--- config.mk ---
export PLATFORM = sky130hd
export DESIGN_NAME = rbms_queue
export DESIGN_NICKNAME = d
export VERILOG_FILES = /design/src/sv/rbms_pkg.sv /design/src/sv/rbms_queue.sv
export SDC_FILE = /design/constraint.sdc
export NUM_CORES = 1
export LEC_CHECK = 0
export BUFFER_PORTS_ARGS = -buffer_cell sky130_fd_sc_hd__buf_2
export CAP_MARGIN = 0
export CORE_MARGIN = 2
export CORE_UTILIZATION = 60
export CTS_CLUSTER_SIZE = 10
export DETAILED_ROUTE_END_ITERATION = 8
export PLACE_DENSITY = 0.83
export SLEW_MARGIN = 20
export SYNTH_ARGS = -nofsm -noshare
export SYNTH_HDL_FRONTEND = slang
export SYNTH_SLANG_ARGS = --single-unit
export TNS_END_PERCENT = 30
--- constraint.sdc ---
create_clock -name clk_i -period 9.35 [get_ports clk_i]
set_input_delay 0.935 -clock clk_i [delete_from_list [all_inputs] [get_ports clk_i]]
set_output_delay 0.935 -clock clk_i [all_outputs]
set_load 0.01 [all_outputs]
--- src/sv/rbms_pkg.sv ---
// rigid body mass setup: shared types, float constants and helpers
// used by the front, queue, reciprocal, back and checker modules
package rbms_pkg;

  localparam int unsigned FP_W   = 32;
  localparam int unsigned MANT_W = 24;
  localparam int unsigned QBITS  = 26;
  localparam int unsigned REM_W  = 25;
  localparam int unsigned RCP_LAT = QBITS + 2;
  localparam int unsigned QDEPTH = 4;

  localparam logic [31:0] MIN_MASS_BITS = 32'h3727_C5AC;
  localparam logic [31:0] INF_MASS_BITS = 32'h5863_5FA9;
  localparam logic [31:0] POS_INF_BITS  = 32'h7F80_0000;
  localparam logic [31:0] QUIET_BIT     = 32'h0040_0000;
  localparam logic [31:0] ONE_BITS      = 32'h3F80_0000;
  localparam logic [31:0] ABS_MASK      = 32'h7FFF_FFFF;
  localparam logic [23:0] LO_MANT       = 24'h83_126F;
  localparam logic [7:0]  LO_EXP        = 8'd117;
  localparam logic [23:0] HI_MANT       = 24'hFA_0000;
  localparam logic [7:0]  HI_EXP        = 8'd136;
  localparam logic [7:0]  EXP_MAX       = 8'hFF;
  localparam logic [7:0]  EXP_BIAS      = 8'd127;

  typedef struct packed {
    logic [31:0] mx;
    logic [31:0] my;
    logic [31:0] mz;
    logic [31:0] mw;
    logic        is_static;
  } body_t;

  typedef struct packed {
    logic              spec;
    logic [31:0]       spec_val;
    logic [23:0]       m;
    logic [24:0]       r;
    logic [25:0]       q;
    logic signed [9:0] e;
  } rcp_t;

  function automatic logic is_nan(input logic [31:0] v);
    return (v[30:23] == EXP_MAX) && (v[22:0] != 23'd0);
  endfunction

  function automatic logic [4:0] lzc23(input logic [22:0] f);
    logic [4:0] n;
    n = 5'd0;
    for (int i = 0; i < 23; i++) begin
      if (f[i]) n = 5'(22 - i);
    end
    return n;
  endfunction

endpackage

--- src/sv/rbms_queue.sv ---
// short queue between front and back parts; holds body_t entries
// uses rbms_pkg
module rbms_queue (
  input  logic            clk_i,
  input  logic            rst_ni,
  input  logic            push_i,
  input  rbms_pkg::body_t data_i,
  input  logic            pop_i,
  output rbms_pkg::body_t data_o,
  output logic            full_o,
  output logic            empty_o
);
  import rbms_pkg::*;

  localparam int unsigned PW = $clog2(QDEPTH);

  body_t         mem_q [QDEPTH];
  logic [PW-1:0] wr_q, rd_q;
  logic [PW:0]   cnt_q;

  assign full_o  = (cnt_q == (PW+1)'(QDEPTH));
  assign empty_o = (cnt_q == '0);
  assign data_o  = mem_q[rd_q];

  always_ff @(posedge clk_i or negedge rst_ni) begin
    if (!rst_ni) begin
      wr_q  <= '0;
      rd_q  <= '0;
      cnt_q <= '0;
    end else begin
      if (push_i) wr_q <= wr_q + 1'b1;
      if (pop_i) rd_q <= rd_q + 1'b1;
      cnt_q <= cnt_q + (PW+1)'(push_i) - (PW+1)'(pop_i);
    end
  end

  always_ff @(posedge clk_i) begin
    if (push_i) mem_q[wr_q] <= data_i;
  end

endmodule

== Word level (Yosys, flattened, before mapping) ==
Memories as Yosys holds them, arrays and structs flattened.
Cells that the tools add are included.
W data, S select, Z words.

* $add $sub $neg: 4
* Reduce and logical (&&, ||, !) cells: 1
* Eq/ne operators: 1
* Muxes and demuxes: 2

{| class="wikitable"
|+ Operators with widths
! kind !! number
|-
| $add A2 B1 Y2 const B || 2
|-
| $add A3 B1 Y3 || 1
|-
| $eq A3 B3 Y1 const B || 1
|-
| $logic_not A3 Y1 || 1
|-
| $sub A3 B1 Y3 || 1
|-
| $mux W1 || 2
|}

* Memories: 1
* Bits in writable memories: 516
* Input bits: 133
* Output and inout port bits: 131
* Register bits: 7

{| class="wikitable"
|+ Memory list
! memory !! words !! bits a word !! rd ports !! clocked after memory_dff !! write ports !! line !! source
|-
| mem_q || 4 || 129 || 1 || 0 || 1 || rbms_queue.sv:17 || <nowiki>body_t mem_q [QDEPTH];</nowiki>
|}

== Depth between registers and ports, before layout ==
* Depth after elaboration: 2
* Mapped depth: 7
* Mapped depth without buffers: 7

== Least setup slack after synthesis ==
Ideal clock, no wire load.

* Path type: in2reg
* Start point: input port push_i
* End point: memory mem_q[0][0] in the netlist's numbering, enable pin
* Slack: 4.957 ns
* Arrival time: 3.890 ns
* Setup time: 0.503 ns
* Stages: 1
* Cell sequence: and2_1

* Longest elaborated chain between the ends: 2

{| class="wikitable"
|+ Ends and longest elaborated chain
! item !! line !! source
|-
| start, declared || rbms_queue.sv:6 || <nowiki>input logic push_i,</nowiki>
|-
| $mux W1 || rbms_queue.sv:38 || <nowiki>if (push_i) mem_q[wr_q] <= data_i;</nowiki>
|-
| $mux W1 (not written as such) || rbms_queue.sv:38 ||
|-
| end, declared || rbms_queue.sv:17 ||
|}

Every way passes these cells.

==> flow_metrics.env <==
export IMPL_ctsHoldBuffers=0
export IMPL_grt_pass1_wl_mm=52.3
export IMPL_die_w_um=182
export IMPL_avgSynthCellArea_um2=26.8
export IMPL_antenna_found_initial=12
export IMPL_criticalPathCategory="reg2out"
export IMPL_grt_pass1_vias=8867
export IMPL_initial_core_util=0.605
export IMPL_firstDrtPassIters=5
export IMPL_dr_first_iter_drc_count=644
export IMPL_fin_tns_setup_ns=0
export IMPL_netlist_area_um2=19000
export IMPL_final_min_clock_period_ns=4.17
export IMPL_die_y_um=182
export IMPL_drtAntennaViolNets=0
export IMPL_worstPathMaxFanout=70
export IMPL_leakage_nw=7.63
export IMPL_setup_violations_final=0
export IMPL_clk_path_buf_depth=3
export IMPL_synthTopCellsByCount="edfxtp_1, mux4_2, buf_2"
export IMPL_drc=0
export IMPL_grt_use_met2=0.337
export IMPL_slew_violations=0
export IMPL_gr_usage_met1=0.285
export IMPL_cp_arrival_ns=3.24
export IMPL_synthCells=708
export IMPL_grt_overflow=0
export IMPL_clk_latency_ns=0.57
export IMPL_drive_gt1_frac=0.451
export IMPL_worst_slew_pin_transition_ns=1.09
export IMPL_portBuffers=263
export IMPL_hold_path_class="in2async"
export IMPL_post_route_period_util=0.446
export IMPL_synth_net_count=848
export IMPL_synthMostInstantiatedCell="edfxtp_1"
export IMPL_synth_top_area_share=0.816
export IMPL_cts_tree="yes"
export IMPL_peakVddDrop_mv=0.186
export IMPL_viasPerCell=5.87
export IMPL_critical_path_max_stage_delay_ns=1.09
export IMPL_crit_chain="buf_4, mux4_2, buf_2"
export IMPL_outcome="complete, no violations"
export IMPL_vias=8509
export IMPL_core_area_um2=31400
export IMPL_yosysTopAreaCell="edfxtp_1"
export IMPL_maxCapViolations=0
export IMPL_yosysWarnings=0
export IMPL_io_pins=264
export IMPL_drt_wl_total_mm=34.9
export IMPL_path_buf_inv=2
export IMPL_synth_area_leaders="edfxtp_1, mux4_2, dfrtp_1"
export IMPL_crit_family="flip-flops"
export IMPL_place_congestion=0.762
export IMPL_detail_route_wl_per_cell_um=24.1
export IMPL_synth_edf_count=516
export IMPL_cts_resized=0
export IMPL_clkSinkCount=523
export IMPL_yosys_most_used_dff="edfxtp_1"
export IMPL_cts_setup_buffers=0
export IMPL_dieArea_um2=33100
export IMPL_fin_nets=1151
export IMPL_grt_util_all_layers=0.212
export IMPL_ys_seq_area_frac=0.825
export IMPL_synthArstFlopShare=0.0134
export IMPL_cp_slowest_cell="dfrtp_4"
export IMPL_final_area_um2=22300
export IMPL_areaGrowthSynthToFinish_pct=17.6
export IMPL_slew_headroom=0.276
export IMPL_cp_end_kind="output port"
export IMPL_dpl_hpwl_mm=19.9
export IMPL_synth_distinct_cells=18
export IMPL_ys_ff_latch=523
export IMPL_numCtsBuffers=58
export IMPL_ctsRootBufferMaster="clkbuf_16"
export IMPL_placed_area_um2=20700
export IMPL_fmax_mhz=240
export IMPL_power_density_nw_per_um2=319
export IMPL_rsz0062_at_grt="false"
export IMPL_grt_max_degree=74
export IMPL_path_clk_slew_ns=0.06
export IMPL_grt_busiest_layer="met2"
export IMPL_fin_worst_skew_ns=0.0206
export IMPL_row_count=65
export IMPL_worst_setup_path_start_kind="flop"
export IMPL_hold_violations=0
export IMPL_cts_max_level=2
export IMPL_cp_data_required_time_ns=8.42
export IMPL_use_met3=0.0614
## cell usage in the layout (no fill, tap or decap)
| master | instances |
|---|---|
| edfxtp_1 | 516 |
| buf_2 | 263 |
| mux4_2 | 129 |
| clkbuf_16 | 59 |
| clkbuf_1 | 26 |
| diode_2 | 9 |
| buf_4 | 8 |
| inv_1 | 6 |
| ha_1 | 6 |
| dfrtp_1 | 5 |
| and2_4 | 4 |
| xnor2_1 | 3 |
| xor2_1 | 2 |
| nand2_1 | 2 |
| dfrtp_4 | 2 |
| nor3_1 | 1 |
| and3_1 | 1 |
| o21ai_0 | 1 |
| fa_1 | 1 |
| inv_6 | 1 |
| clkinv_4 | 1 |
| inv_16 | 1 |
| buf_16 | 1 |
## kinds of logic (layout without fill, tap and decap cells)
group	after synthesis	in the layout	synth area share
mux	129	129	0.153
compound gates	1	1	0.000263
flops	523	523	0.825
other cells	0	9	0
buf+inv	35	366	0.0124
fa+ha+maj	7	7	0.00500
xor+xnor	5	5	0.00231
simple gates	8	8	0.00230
## worst reg2reg max path: cells and delay by family, from the launching register on
kind | cells | cell delay [ns]
DFF | 1 | 0.40
and+or+nand+nor | 1 | 0.74
adders and majority gates | 1 | 0.15
buffers and inverters | 2 | 1.01
## report_power, final
group | internal, mW | switching [mW] | leakage [nW]
Clock | 1.15 | 0.807 | 0.776
Sequential | 3.08 | 0.195 | 4.82
Combinational | 0.889 | 1.01 | 2.04
Total | 5.11 | 2.01 | 7.63
## layout make-up
type                       instances  area [um2]
antenna                            9        22.5
inverter                           6        22.5
clock inverter                     3        37.5
multi-input combinational        150        3100
timing repair buffer             272        1400
tap                              402         503
sequential                       523       15700
clock buffer                      85        1570
fill                            1801        9050
## sequential cells by signal (all words and copies together) (netlist names)
| register | count |
|---|---|
| rd_q | 2 |
| wr_q | 2 |
| mem_q | 516 |
| cnt_q | 3 |
## final timing paths
| check | start | endpoint | slack [ns] | cells past startpoint |
|---|---|---|---|---|
| worst max-delay path | rd_q[1] | data_o[119] | 5.18 | 3 |
| worst min-delay path | rst_ni | wr_q[1] | 0.20 | 1 |
| worst max register to register | wr_q[1] | mem_q[1][85] | 6.52 | 4 |
| worst min register to register | wr_q[0] | wr_q[0] | 0.55 | 1 |
| max in group asynchronous | rst_ni | rd_q[0] | 8.96 | 1 |
| min in group clk_i | wr_q[0] | wr_q[0] | 0.55 | 1 |
## layer usage
layer	vias up	part of all wire
met5	-	0.0016
met4	8	0.033
met3	84	0.082
met2	347	0.50
met1	4399	0.38
li1	3671	-
## through the flow
stage | setup WS, ns | cells | total power [mW] | utilization | hold WS (ns)
5_1_grt | 5.06 | 1447 | 7.43 | 0.712 | 0.188
3_3_place_gp | 5.77 | 1352 | 5.19 | 0.659 | 0.523
4_1_cts | 5.20 | 1440 | 7.20 | 0.710 | 0.182
2_1_floorplan | 4.96 | 708 | 4.58 | - | 0.491
3_5_place_dp | 5.80 | 1352 | 5.24 | 0.659 | 0.531
6_report | 5.18 | 1450 | 7.12 | 0.712 | 0.198
Power figures use the tool's default switching activity.
