File: src/sv/rbms_pkg.sv
// rigid body mass setup: shared types, float constants and helpers
// used by the front, queue, reciprocal, back and checker modules
package rbms_pkg;

  localparam int unsigned FP_W   = 32;
  localparam int unsigned MANT_W = 24;
  localparam int unsigned QBITS  = 26;
  localparam int unsigned REM_W  = 25;
  localparam int unsigned RCP_LAT = QBITS + 2;
  localparam int unsigned QDEPTH = 4;

  localparam logic [31:0] MIN_MASS_BITS = 32'h3727_C5AC;
  localparam logic [31:0] INF_MASS_BITS = 32'h5863_5FA9;
  localparam logic [31:0] POS_INF_BITS  = 32'h7F80_0000;
  localparam logic [31:0] QUIET_BIT     = 32'h0040_0000;
  localparam logic [31:0] ONE_BITS      = 32'h3F80_0000;
  localparam logic [31:0] ABS_MASK      = 32'h7FFF_FFFF;
  localparam logic [23:0] LO_MANT       = 24'h83_126F;
  localparam logic [7:0]  LO_EXP        = 8'd117;
  localparam logic [23:0] HI_MANT       = 24'hFA_0000;
  localparam logic [7:0]  HI_EXP        = 8'd136;
  localparam logic [7:0]  EXP_MAX       = 8'hFF;
  localparam logic [7:0]  EXP_BIAS      = 8'd127;

  typedef struct packed {
    logic [31:0] mx;
    logic [31:0] my;
    logic [31:0] mz;
    logic [31:0] mw;
    logic        is_static;
  } body_t;

  typedef struct packed {
    logic              spec;
    logic [31:0]       spec_val;
    logic [23:0]       m;
    logic [24:0]       r;
    logic [25:0]       q;
    logic signed [9:0] e;
  } rcp_t;

  function automatic logic is_nan(input logic [31:0] v);
    return (v[30:23] == EXP_MAX) && (v[22:0] != 23'd0);
  endfunction

  function automatic logic [4:0] lzc23(input logic [22:0] f);
    logic [4:0] n;
    n = 5'd0;
    for (int i = 0; i < 23; i++) begin
      if (f[i]) n = 5'(22 - i);
    end
    return n;
  endfunction

endpackage

File: src/sv/rbms_front.sv
// front part: accepts a body, takes absolute values, classifies static bodies,
// builds the inertia bounds and clamps; uses rbms_pkg
module rbms_front (
  input  logic                 clk_i,
  input  logic                 rst_ni,
  input  logic                 in_valid_i,
  output logic                 in_stall_o,
  input  logic [31:0]          mass_in_i,
  input  logic [31:0]          inertia_xx_i,
  input  logic [31:0]          inertia_yy_i,
  input  logic [31:0]          inertia_zz_i,
  input  logic                 shape_usable_i,
  input  logic                 full_i,
  output logic                 push_o,
  output rbms_pkg::body_t      data_o
);
  import rbms_pkg::*;

  logic        en;
  logic        s1_v_q, s2_v_q;
  logic [31:0] ma_q, ix_q, iy_q, iz_q;
  logic        st_q;
  logic [47:0] plo_q, phi_q;
  body_t       body_q, body_d;
  logic [31:0] ma;
  logic [31:0] lo, hi;
  logic        mnan;

  function automatic logic [31:0] mul_round(input logic [47:0] p, input logic [7:0] ea,
                                            input logic [7:0] ec);
    logic [8:0]  e;
    logic [23:0] man;
    logic        g, s, up;
    e = 9'(ea) + 9'(ec) - 9'(EXP_BIAS) + 9'(p[47]);
    if (p[47]) begin
      man = p[47:24];
      g   = p[23];
      s   = |p[22:0];
    end else begin
      man = p[46:23];
      g   = p[22];
      s   = |p[21:0];
    end
    up = g & (s | man[0]);
    return {1'b0, e[7:0], man[22:0]} + 32'(up);
  endfunction

  function automatic logic [31:0] clamp(input logic [31:0] v, input logic [31:0] l,
                                        input logic [31:0] h, input logic pass);
    logic [31:0] t;
    if (pass || is_nan(v)) begin
      t = v;
    end else if (v > h) begin
      t = h;
    end else if (v < l) begin
      t = l;
    end else begin
      t = v;
    end
    return t;
  endfunction

  assign en         = !(s2_v_q && full_i);
  assign in_stall_o = !en;
  assign push_o     = s2_v_q && !full_i;
  assign data_o     = body_q;
  assign ma         = mass_in_i & ABS_MASK;

  always_ff @(posedge clk_i or negedge rst_ni) begin
    if (!rst_ni) begin
      s1_v_q <= 1'b0;
      s2_v_q <= 1'b0;
    end else if (en) begin
      s1_v_q <= in_valid_i;
      s2_v_q <= s1_v_q;
    end
  end

  always_ff @(posedge clk_i) begin
    if (en) begin
      ma_q   <= ma;
      ix_q   <= inertia_xx_i & ABS_MASK;
      iy_q   <= inertia_yy_i & ABS_MASK;
      iz_q   <= inertia_zz_i & ABS_MASK;
      st_q   <= (ma < MIN_MASS_BITS) || !shape_usable_i ||
                ((ma >= INF_MASS_BITS) && (ma <= POS_INF_BITS));
      plo_q  <= {1'b1, ma[22:0]} * LO_MANT;
      phi_q  <= {1'b1, ma[22:0]} * HI_MANT;
      body_q <= body_d;
    end
  end

  always_comb begin
    mnan = is_nan(ma_q);
    lo   = mul_round(plo_q, ma_q[30:23], LO_EXP);
    hi   = mul_round(phi_q, ma_q[30:23], HI_EXP);
    body_d.is_static = st_q;
    if (st_q) begin
      body_d.mx = INF_MASS_BITS;
      body_d.my = INF_MASS_BITS;
      body_d.mz = INF_MASS_BITS;
      body_d.mw = INF_MASS_BITS;
    end else begin
      body_d.mx = clamp(ix_q, lo, hi, mnan);
      body_d.my = clamp(iy_q, lo, hi, mnan);
      body_d.mz = clamp(iz_q, lo, hi, mnan);
      body_d.mw = ma_q;
    end
  end

endmodule

File: config.mk
export PLATFORM = sky130hd
export DESIGN_NAME = rbms_front
export DESIGN_NICKNAME = d
export VERILOG_FILES = /design/src/sv/rbms_pkg.sv /design/src/sv/rbms_front.sv
export SDC_FILE = /design/constraint.sdc
export NUM_CORES = 2
export LEC_CHECK = 0
export BUFFER_PORTS_ARGS = -buffer_cell sky130_fd_sc_hd__buf_2
export CORE_ASPECT_RATIO = 1.1
export CORE_MARGIN = 2
export CORE_UTILIZATION = 25
export CTS_CLUSTER_SIZE = 30
export DETAILED_ROUTE_END_ITERATION = 6
export PLACE_DENSITY = 0.38
export SKIP_CTS_REPAIR_TIMING = 1
export SYNTH_ARGS = -nofsm -noshare
export SYNTH_HDL_FRONTEND = slang
export SYNTH_SLANG_ARGS = --single-unit
File: constraint.sdc
create_clock -name clk_i -period 18 [get_ports clk_i]
set_input_delay 3.6 -clock clk_i [delete_from_list [all_inputs] [get_ports clk_i]]
set_output_delay 3.6 -clock clk_i [all_outputs]
set_load 0.02 [all_outputs]
-- Word level (Yosys, flattened, before mapping)
Cells that the tools add are included.
- add/subtract/negate cells: 8
- multipliers: 2
- order comparisons: 9
- equality and inequality tests: 4
- muxes and demuxes: 15
- bitwise operators: 4
- reductions and logical operators: 25
- operators by type and width (operator ; number):
    two-way mux 32 bit ; 6
    greater-than comparator 31 x 32 -> 1 bit ; 3
    less-than comparator 31 x 32 -> 1 bit ; 3
    two-way mux 31 bit ; 3
    nonzero test 23 bit ; 4
    adder 31 x 1 -> 32 bit ; 2
    multiplier 24 x 24 -> 48 bit, second input constant ; 1
    two-way mux 23 bit ; 2
    == test 8 bit, second input constant ; 4
    >= comparator 31 bit, second input constant ; 1
    <= comparator 31 bit, second input constant ; 1
    less-than comparator 31 x 30 -> 1 bit, second input constant ; 1
    multiplier 24 x 7 -> 31 bit, second input constant ; 1
    OR reduction 23 bit ; 1
    OR reduction 22 bit ; 1
    adder 8 x 1 -> 8 bit ; 2
    subtractor 8 x 7 -> 8 bit, second input constant ; 2
    adder 8 x 7 -> 8 bit, second input constant ; 1
    adder 8 bit, second input constant ; 1
    logical AND 1 bit ; 7
    OR reduction 2 bit ; 3
    OR reduction 6 bit ; 1
    logical OR 1 bit ; 5
    OR reduction 5 bit ; 1
    other kinds (4) ; 10
- register bits: 334
- input bits: 133
- output and inout port bits: 131
- word-level logic and storage cells: 84

-- Longest topological paths before layout
- depth in word-level cells: 9
- depth in mapped cells: 27
- mapped depth without buffers: 23

-- Worst setup path before layout
Ideal clock, no wire load.
- kind: input-to-output
- from: input port full_i
- to: output port in_stall_o
- data arrival time: 11872 ps
- required time: 14400 ps
- slack: 2528 ps
- stages on the path: 2
- path buffers: 0
- path through: nand2_1 inv_1
- longest elaborated chain between the ends: 1
- RTL lines (item ; RTL line ; text):
    start: declaration ; rbms_front.sv:13 ; input logic full_i,
    logical AND 1 bit ; rbms_front.sv:63 ; assign en = !(s2_v_q && full_i);
    end: declaration ; rbms_front.sv:7 ; output logic in_stall_o,
No other way between the ends.

-- Final worst setup path
- from: input port mass_in_i[22]
- to: register plo_q[46] (data pin)
- longest elaborated chain between the ends: 1
- RTL lines (item ; RTL line ; text):
    start: declaration ; rbms_front.sv:8 ; input logic [31:0] mass_in_i,
    multiplier 24 x 24 -> 48 bit ; rbms_front.sv:87 ; plo_q <= {1'b1, ma[22:0]} * LO_MANT;
    end signal: assignment ; rbms_front.sv:87 ;
    end: declaration ; rbms_front.sv:23 ; logic [47:0] plo_q, phi_q;
No other way between the ends.
A chain may end at the register's enable or synchronous reset.

==> results.py <==
metrics = {
    "synth": {
        "synth_compound_area_share_pct": 12.7,
        "synth_nets": 3977,
        "synth-simple-area-share_pct": 10.1,
        "synth_top_family_by_area": "adder cells",
        "synth.avg_cell_area_sq_um": 10.5,
        "syn_inst": 3096,
        "yosysWarnings": 0,
        "ys_async_sr_fraction_pct": 0.604,
        "ys_types": 89,
        "synthMuxAreaShare_pct": 1.45,
        "ys_ff_latch": 331,
        "synth_fa_ha_area_share_pct": 34.2,
        "ys.flop_type": "edfxtp_1",
        "yosysSeqAreaShare_pct": 30.5,
        "synth_edf_count": 329,
        "synthXorXnorAreaFrac_pct": 4.09,
        "syn_area_sq_mm": 0.0325,
    },
    "timing": {
        "whs_ns": 0.455,
        "fin_skew_ns": 0.0334,
        "rsz0062_at_grt": "false",
        "final-setup-viol-count": 0,
        "slew_violations": 0,
        "finalHoldViolations": 0,
        "worst_slack_ns": 6.85,
        "final.setup.tns_ns": 0,
        "final.min_clock_period_ns": 11.15,
        "worstMarginPinSlew_ns": 1.21,
        "period_share_pct": 61.9,
        "relSlewSlack_pct": 19.6,
        "timing.fmax_mhz": 89.7,
    },
    "finish": {
        "antenna_cells": 0,
        "syn2layout_area_growth_pct": 14.8,
        "layoutNonFillerInstCount": 5089,
        "drive_gt1_share_pct": 13.2,
        "nets": 4256,
    },
    "floorplanning": {
        "ios": 264,
        "die_w_um": 348,
        "die_h_um": 382,
        "start_util_pct": 25.2,
        "rows": 138,
        "die-area_sq_mm": 0.133,
        "core_sq_mm": 0.129,
    },
    "drt": {
        "wire_per_inst_um": 23.4,
        "drt-vias-per-instance": 4.77,
        "routed_wl_um": 119000,
        "drc": 0,
        "postRouteAntennaNets": 0,
        "vias": 24300,
        "dr.pass1.iters": 7,
        "drt_iter0_markers": 1181,
    },
    "worst_setup_path": {
        "cp-endpoint": "plo_q[46]",
        "r2r_slack_ns": 9.70,
        "cp.required_ns": 18.36,
        "cp_max_fo": 15,
        "crit_start": "mass_in_i[22]",
        "crit_type": "in2reg",
        "startpoint_type": "primary input",
        "worstReg2RegEnd": "data_o[88]",
        "r2r-start": "phi_q[47]",
        "end_kind": "flip-flop",
        "r2r_cells": 19,
        "worstPathArrival_ns": 11.51,
    },
    "clock_tree": {
        "cts-htree-levels": 2,
        "root_buffer": "clkbuf_16",
        "clock-sinks": 331,
        "cts_made_buffers": 43,
        "clock_path_buffers": 3,
        "path_clk_slew_ns": 0.06,
        "cts_tree": "yes",
        "insertion_delay_ns": 0.63,
    },
    "placement": {
        "hpwl_um": 96800,
        "place_worst_setup_slack_ns": 6.02,
        "place.gp.congestion": 0.919,
        "port_buffers": 258,
        "numPlacedInstances": 5010,
    },
    "flow_run": {
        "cap_violations": 0,
    },
    "hold_path": {
        "hold_class": "reg2reg",
        "hold_depth": 1,
    },
    "power_and_ir_drop": {
        "ir_drop_uv": 140,
        "p_per_area_mw_per_mm2": 201,
        "leakagePower_nw": 16.7,
        "total_power_mw": 7.50,
    },
    "grt": {
        "grtUsageTotal_pct": 17.7,
        "grt_pass1_wl_um": 174000,
        "grt_pass1_vias": 25600,
        "grt-ovfl-total": 0,
        "antenna_found_initial": 7,
        "grt_max_degree": 71,
    },
    "run_status": {
        "status": "complete, no violations",
    },
}
-- layer usage --
| layer | global-route usage (%) | share of wire, % |
|---|---|---|
| met1 | 21.7 | 42 |
| met2 | 31.7 | 50 |
| met3 | 2.41 | 4.0 |
| met4 | 6.00 | 3.5 |
| met5 | 0 | 0.061 |
-- where the power goes --
part           internal (mW)  total [mW]  switching (mW)
Sequential              1.24        1.41           0.171
Clock                  0.490       0.865           0.375
Combinational           2.00        5.22            3.22
-- critical path, cell delays in order --
cell and delay [ns]:
buf_2 0.45, inv_1 0.48, ha_1 0.59, fa_1 0.59
inv_1 0.04, ha_1 0.26, inv_1 0.05, fa_1 0.49
inv_1 0.04, fa_1 0.47, fa_1 0.55, inv_1 0.06
fa_1 0.53, inv_1 0.05, ha_1 0.36, nand2_1 0.12
nor4_1 0.35, buf_4 0.23, inv_1 0.04, o311ai_1 0.87
o311ai_0 0.34, o2111ai_1 0.43, a31oi_1 0.17, nor3b_1 0.23
o22ai_1 0.09
-- sequential cells by signal (all words and copies together) (netlist names) --
name    count
s2_v_q      1
plo_q      48
st_q        1
s1_v_q      1
iz_q       31
phi_q      30
ma_q       29
iy_q       31
ix_q       31
data_o    128
-- cell families (layout without fill, tap and decap cells) --
family	after synthesis	after routing
fa+ha+maj	748	748
simple gates	630	630
compound gates	609	609
buf+inv	579	892
flops	331	331
xor+xnor	152	152
mux	46	46
other cells	1	1
-- worst min-delay path by stage --
stage,from,to,slack (ns)
finish,s1_v_q,s2_v_q,0.45
global route,s1_v_q,s2_v_q,0.48
CTS,s1_v_q,s2_v_q,0.46
detailed placement,s1_v_q,s2_v_q,0.44
global placement,s1_v_q,s2_v_q,0.44
floorplan,st_q,data_o[0],0.42
-- synth_stat cells (46+ instances only) --
cell type,number,area share (%)
nand3_1,60,0.92
xnor2_1,81,2.2
ha_1,513,20
inv_1,504,5.8
nand2_1,127,1.5
a21oi_1,150,2.3
xor2_1,71,1.9
clkbuf_1,46,0.53
nand4_1,73,1.4
nor2_1,135,1.6
a21o_1,75,1.7
fa_1,235,14
o21ai_0,122,1.9
edfxtp_1,329,30
-- placed cells by master, fill, tap and decap left out, types with 23 or more instances in the layout --
cell	instances
nand4_1	73
nor2b_1	31
nor4_1	37
a21o_1	75
a21oi_1	149
mux2i_1	37
buf_2	258
buf_4	50
inv_1	504
nand2_1	126
ha_1	513
clkbuf_16	43
edfxtp_1	329
o21ai_0	122
nor3_1	37
xnor2_1	81
nor2_1	135
xor2_1	71
nand2b_1	23
a211oi_1	23
fa_1	235
nand3_1	60
-- final cells by class --
| cell class | count | area [sq um] |
|---|---|---|
| Multi-Input combinational cell | 2186 | 20400 |
| Sequential cell | 331 | 9930 |
| Clock buffer | 54 | 1120 |
| Fill cell | 13600 | 91500 |
| Clock inverter | 25 | 251 |
| Inverter | 505 | 1900 |
| Timing Repair Buffer | 308 | 1670 |
| Tap cell | 1680 | 2100 |
-- stage by stage --
stage | instance area, sq um | utilization, %
floorplan | 32500 | -
global placement | 36000 | 27.9
detailed placement | 36000 | 27.9
CTS | 37300 | 29.0
global route | 37300 | 29.0
finish | 37300 | 29.0
Power figures use the tool's default switching activity.
